$ cat config.mk
export PLATFORM = sky130hd
export DESIGN_NAME = cpdi_ctrl
export DESIGN_NICKNAME = d
export VERILOG_FILES = /design/src/hw/rtl/cpdi_pkg.sv /design/src/hw/rtl/cpdi_ctrl.sv
export SDC_FILE = /design/constraint.sdc
export NUM_CORES = 1
export LEC_CHECK = 0
export ABC_AREA = 1
export BUFFER_PORTS_ARGS = -buffer_cell sky130_fd_sc_hd__buf_4
export CAP_MARGIN = 20
export CORE_AREA = 2 2 39 41
export CTS_CLUSTER_DIAMETER = 50
export DETAILED_ROUTE_END_ITERATION = 7
export DIE_AREA = 0 0 41 43
export PLACE_DENSITY = 0.46
export SLEW_MARGIN = 40
export SYNTH_ARGS = -nofsm -noshare
export SYNTH_HDL_FRONTEND = slang
export SYNTH_SLANG_ARGS = --single-unit
$ cat constraint.sdc
create_clock -name clk -period 1.6 [get_ports clk]
set_input_delay 0.32 -clock clk [delete_from_list [all_inputs] [get_ports clk]]
set_output_delay 0.32 -clock clk [all_outputs]
set_load 0.05 [all_outputs]
$ cat src/hw/rtl/cpdi_pkg.sv
`default_nettype none
// ----------------------------------------------------------------------------
// cpdi_pkg
// Shared types, codes and fixed-point helpers for the correspondence PD
// impulse block: command/status structs and Q16.16 round/saturate functions.
// ----------------------------------------------------------------------------
package cpdi_pkg;

	// Register indexes of the configuration port
	typedef logic cfg_idx_t;
	localparam cfg_idx_t REG_SPRING_GAIN  = 1'b0;
	localparam cfg_idx_t REG_DAMPING_GAIN = 1'b1;

	localparam logic [31:0] SPRING_GAIN_RST  = 32'h0001_0000;
	localparam logic [31:0] DAMPING_GAIN_RST = 32'h0000_0000;

	// Operand selection of the per-axis multiplier
	typedef logic [1:0] mul_sel_t;
	localparam mul_sel_t MUL_TERM   = 2'd0; // weight * (obs - pos)
	localparam mul_sel_t MUL_DAMP   = 2'd1; // kd * vel
	localparam mul_sel_t MUL_SPRING = 2'd2; // kp * rounded sum
	localparam mul_sel_t MUL_MASS   = 2'd3; // mass * dv

	// Commands from the controller to the datapath
	typedef struct packed {
		logic     latch;
		logic     mul_en;
		mul_sel_t mul_sel;
		logic     acc_en;
		logic     rnd_en;
		logic     bsave_en;
		logic     sub_en;
		logic     dv_en;
		logic     out_load;
		logic     clear;
	} cpdi_cmd_t;

	// Status from the datapath to the controller
	typedef struct packed {
		logic last_term;
		logic out_free;
	} cpdi_stat_t;

	// Round a 64-bit Q.32 value to Q.16, half up: floor((v + 2^15) / 2^16)
	function automatic logic [48:0] round16(input logic [63:0] v);
		logic [64:0] t;
		t = {v[63], v} + 65'd32768;
		return t[64:16];
	endfunction

	// True when a 49-bit signed value fits in signed 32 bits
	function automatic logic fits32(input logic [48:0] v);
		return (v[48:31] == {18{v[31]}});
	endfunction

	// Saturate a 49-bit signed value to signed 32 bits
	function automatic logic [31:0] sat32(input logic [48:0] v);
		logic [31:0] r;
		if (fits32(v)) begin
			r = v[31:0];
		end else if (v[48]) begin
			r = 32'h8000_0000;
		end else begin
			r = 32'h7FFF_FFFF;
		end
		return r;
	endfunction

	// Saturate a 65-bit signed sum or difference to signed 64 bits
	function automatic logic [63:0] sat64(input logic [64:0] v);
		logic [63:0] r;
		if (v[64] == v[63]) begin
			r = v[63:0];
		end else if (v[64]) begin
			r = 64'h8000_0000_0000_0000;
		end else begin
			r = 64'h7FFF_FFFF_FFFF_FFFF;
		end
		return r;
	endfunction

endpackage
`default_nettype wire

$ cat src/hw/rtl/cpdi_ctrl.sv
`default_nettype none
// ----------------------------------------------------------------------------
// cpdi_ctrl
// Sequencer: takes one term, runs the multiply/accumulate steps and, on a
// node's last term, the finishing steps up to loading the output register.
// ----------------------------------------------------------------------------
module cpdi_ctrl
	import cpdi_pkg::*;
(
	input  wire logic       clk,
	input  wire logic       arst_n,
	input  wire logic       in_valid,
	output logic            in_stall,
	input  cpdi_stat_t      stat,
	output cpdi_cmd_t       cmd
);

	localparam logic [3:0] ST_IDLE = 4'd0;
	localparam logic [3:0] ST_MUL  = 4'd1;
	localparam logic [3:0] ST_ACC  = 4'd2;
	localparam logic [3:0] ST_RND  = 4'd3;
	localparam logic [3:0] ST_MKP  = 4'd4;
	localparam logic [3:0] ST_SUB  = 4'd5;
	localparam logic [3:0] ST_DV   = 4'd6;
	localparam logic [3:0] ST_MMS  = 4'd7;
	localparam logic [3:0] ST_OUT  = 4'd8;

	logic [3:0] state_q;
	logic [3:0] state_d;

	// Take items only while idle
	assign in_stall = (state_q != ST_IDLE);

	// Decode state into commands and next state
	always_comb begin
		cmd     = '0;
		cmd.mul_sel = MUL_TERM;
		state_d = state_q;
		unique case (state_q)
			ST_IDLE: begin
				if (in_valid) begin
					cmd.latch = 1'b1;
					state_d   = ST_MUL;
				end
			end
			ST_MUL: begin
				cmd.mul_en  = 1'b1;
				cmd.mul_sel = MUL_TERM;
				state_d     = ST_ACC;
			end
			ST_ACC: begin
				cmd.acc_en = 1'b1;
				state_d    = stat.last_term ? ST_RND : ST_IDLE;
			end
			ST_RND: begin
				cmd.rnd_en  = 1'b1;
				cmd.mul_en  = 1'b1;
				cmd.mul_sel = MUL_DAMP;
				state_d     = ST_MKP;
			end
			ST_MKP: begin
				cmd.bsave_en = 1'b1;
				cmd.mul_en   = 1'b1;
				cmd.mul_sel  = MUL_SPRING;
				state_d      = ST_SUB;
			end
			ST_SUB: begin
				cmd.sub_en = 1'b1;
				state_d    = ST_DV;
			end
			ST_DV: begin
				cmd.dv_en = 1'b1;
				state_d   = ST_MMS;
			end
			ST_MMS: begin
				cmd.mul_en  = 1'b1;
				cmd.mul_sel = MUL_MASS;
				state_d     = ST_OUT;
			end
			ST_OUT: begin
				// Hold until the output register can take the item
				if (stat.out_free) begin
					cmd.out_load = 1'b1;
					cmd.clear    = 1'b1;
					state_d      = ST_IDLE;
				end
			end
			default: begin
				state_d = ST_IDLE;
			end
		endcase
	end

	always_ff @(posedge clk or negedge arst_n) begin
		if (!arst_n) begin
			state_q <= ST_IDLE;
		end else begin
			state_q <= state_d;
		end
	end

endmodule
`default_nettype wire

==> impl_metrics.yaml <==
setup_path:
  crit_chain: "inv_1 > nand3_1 > nand4_4 > buf_8"
  slowest_delay_ps: 450
  path_max_fanout: 5
  start_kind: "register"
  rr_startpoint: "state_q[0]"
  worst-path-buf-inv: 2
  worst_ep_required_time_ps: 1280
  path_depth: 4
  worstSetupEndpointType: "primary output"
  critPathTopFamily: "flip-flops"
  critPathKind: "register to primary output"
  cp.arrival_ps: 1340
  startpoint: "state_q[1]"
  crit_slowest_cell: "dfrtp_2"
  reg2reg_depth: 6
outcome:
  violations: "negative setup slack"
  status: "finished, violations left"
floorplan:
  rows: 14
  start_util_pct: 24.6
  ios: 17
  dieWidth_um: 41
  core_mm2: 0.00138
  dieArea_mm2: 0.00176
  fp.dieH_um: 43
cts:
  cts.path.max_buffers: 2
  numCtsBuffers: 3
  clock-root-buffer: "clkbuf_4"
  clock_latency_ps: 240
  cts_tree: "yes"
  cts.clk_slew.worst_paths_ps: 40
  cts_sinks: 4
  h-tree-depth: 1
yosys:
  synth_cell_types: 16
  synth_nets: 51
  syn_avg_cell_area_um2: 7.40
  yosys_warnings: 0
  synth_cells: 46
  synth_area_um2: 340
  yosysSeqAreaShare_pct: 29.4
  ys_ff_latch: 4
finish:
  fin_util_pct: 52.1
  largest_reg_flops: 4
  fin_cells: 92
  area_delta_synth_final_pct: 112
  antenna_cells: 0
  drive_gt1_share_pct: 75.0
  top_regs: "state_q: 4 flops"
  finalNetCount: 83
  regMostFlops: "state_q"
drt:
  drt_iter0_drc: 4
  final_antenna_net_count: 0
  routed_wl_mm: 1.00
  route.detailed.wl_per_inst_um: 10.9
  first_pass_iters: 3
  via_count: 389
  drc_errors: 0
  routed_via_density: 4.23
timing:
  fin_worst_skew_ps: 6.93
  slew_viol_final: 0
  post-route-period-util_pct: 104
  relSlewSlack_pct: 82.6
  tightest_slew_ps: 259
  fin_crit_ps: 1660
  rsz0062_at_grt: "true"
  finalSetupViolCount: 4
  fmax_ghz: 0.603
  hold_slack_ps: 413
  hold_viol: 0
  worst_slack_ps: -58.3
hold_path:
  worstHoldPathType: "input port to async pin"
global_route:
  gr-total-overflow: 0
  grt_first_pass_wirelength_mm: 1.65
  top_usage_layer: "met2"
  grtUsageMet1_pct: 16.6
  antenna_found_initial: 0
  met2_usage_pct: 21.6
  gr-usage-met3_pct: 6.28
  grt_pass1_vias: 376
  track_usage_pct: 14.0
  grt_max_degree: 7
place:
  gp_congestion: 0.710
  place_inst: 80
  io_buffer_count: 16
  dp_hpwl_um: 719
job:
  maxCapViolations: 0
==> layer usage <==
metal | routed length (um) | part of all wire, % | vias to the layer above
met1 | 405 | 40 | 173
met3 | 43 | 4.3 | 2
li1 | - | - | 203
met4 | 21 | 2.1 | 0
met5 | 0 | 0 | -
met2 | 533 | 53 | 11
==> cell type report <==
class | count | area, um2
fill | 135 | 663
timing repair buffer | 28 | 265
multi-input combinational | 30 | 264
sequential | 4 | 105
inverter | 11 | 43.8
clock buffer | 3 | 22.5
tap | 16 | 20.0
==> metrics by stage <==
step / TNS (ps) / cell area [um2] / worst slack, ps
2_1_floorplan: -360 / 393 / -306
5_1_grt: -531 / 721 / -122
4_1_cts: -206 / 654 / -80.6
6_report: -204 / 721 / -58.3
3_5_place_dp: 0 / 548 / 93.5
3_3_place_gp: 0 / 548 / 64.8
==> path summary, 6_finish.rpt <==
| check | endpoint | slack, ps |
|---|---|---|
| max | cmd[9] | -60 |
| min | state_q[1] | 410 |
| max reg2reg | state_q[0] | 370 |
| min reg2reg | state_q[0] | 700 |
| max in group asynchronous | state_q[3] | 1070 |
| min in group clk | state_q[0] | 430 |
==> worst register-to-register path: cells and delay by family (launching register included) <==
kind	cells	cell delay (ps)
buffers and inverters	2	240
AO/OA/AOI/OAI	1	30
flip-flops	1	450
AND/OR/NAND/NOR	3	390
==> synth_stat cells, drive strengths merged <==
library cell / count / area [um2]
nand4: 2 / 18.8
buf: 1 / 7.51
nor3: 3 / 15.0
a21oi: 1 / 8.76
nor4: 1 / 12.5
nand3: 6 / 30.0
nand2: 11 / 58.8
dfrtp: 4 / 100
inv: 11 / 41.3
nor2: 6 / 47.6
==> layout by cell type, fill, tap and decap left out, types with 2 or more instances in the layout <==
cell type	netlist	final
nand2_4	1	3
dfrtp_2	0	4
nand2_2	4	4
clkbuf_4	0	3
inv_2	5	4
buf_6	0	12
inv_1	6	6
nand3_1	6	6
buf_4	1	14
nor3_4	0	2
nand2_1	6	4
nor2_4	3	5
==> what timing repair did <==
action | CTS | global route
buffers inserted | 5 | 3
hold buffers | 1 | 0
hold endpoints to repair | 4 | 0
pin swaps | 3 | 1
resized for setup | 13 | 10
endpoints found under the setup margin | 10 | 9
==> kinds of logic (layout without fill, tap and decap cells) <==
| kind of cell | after synthesis | count (layout) | synth area share [%] |
|---|---|---|---|
| and+or+nand+nor | 29 | 29 | 53.7 |
| buffers and inverters | 12 | 42 | 14.3 |
| DFF | 4 | 4 | 29.4 |
| AOI/OAI and AO/OA | 1 | 1 | 2.57 |
Power is left out: the tool's default activity adds up to more than one toggle a clock period on the data nets, which glitch-free logic cannot reach.
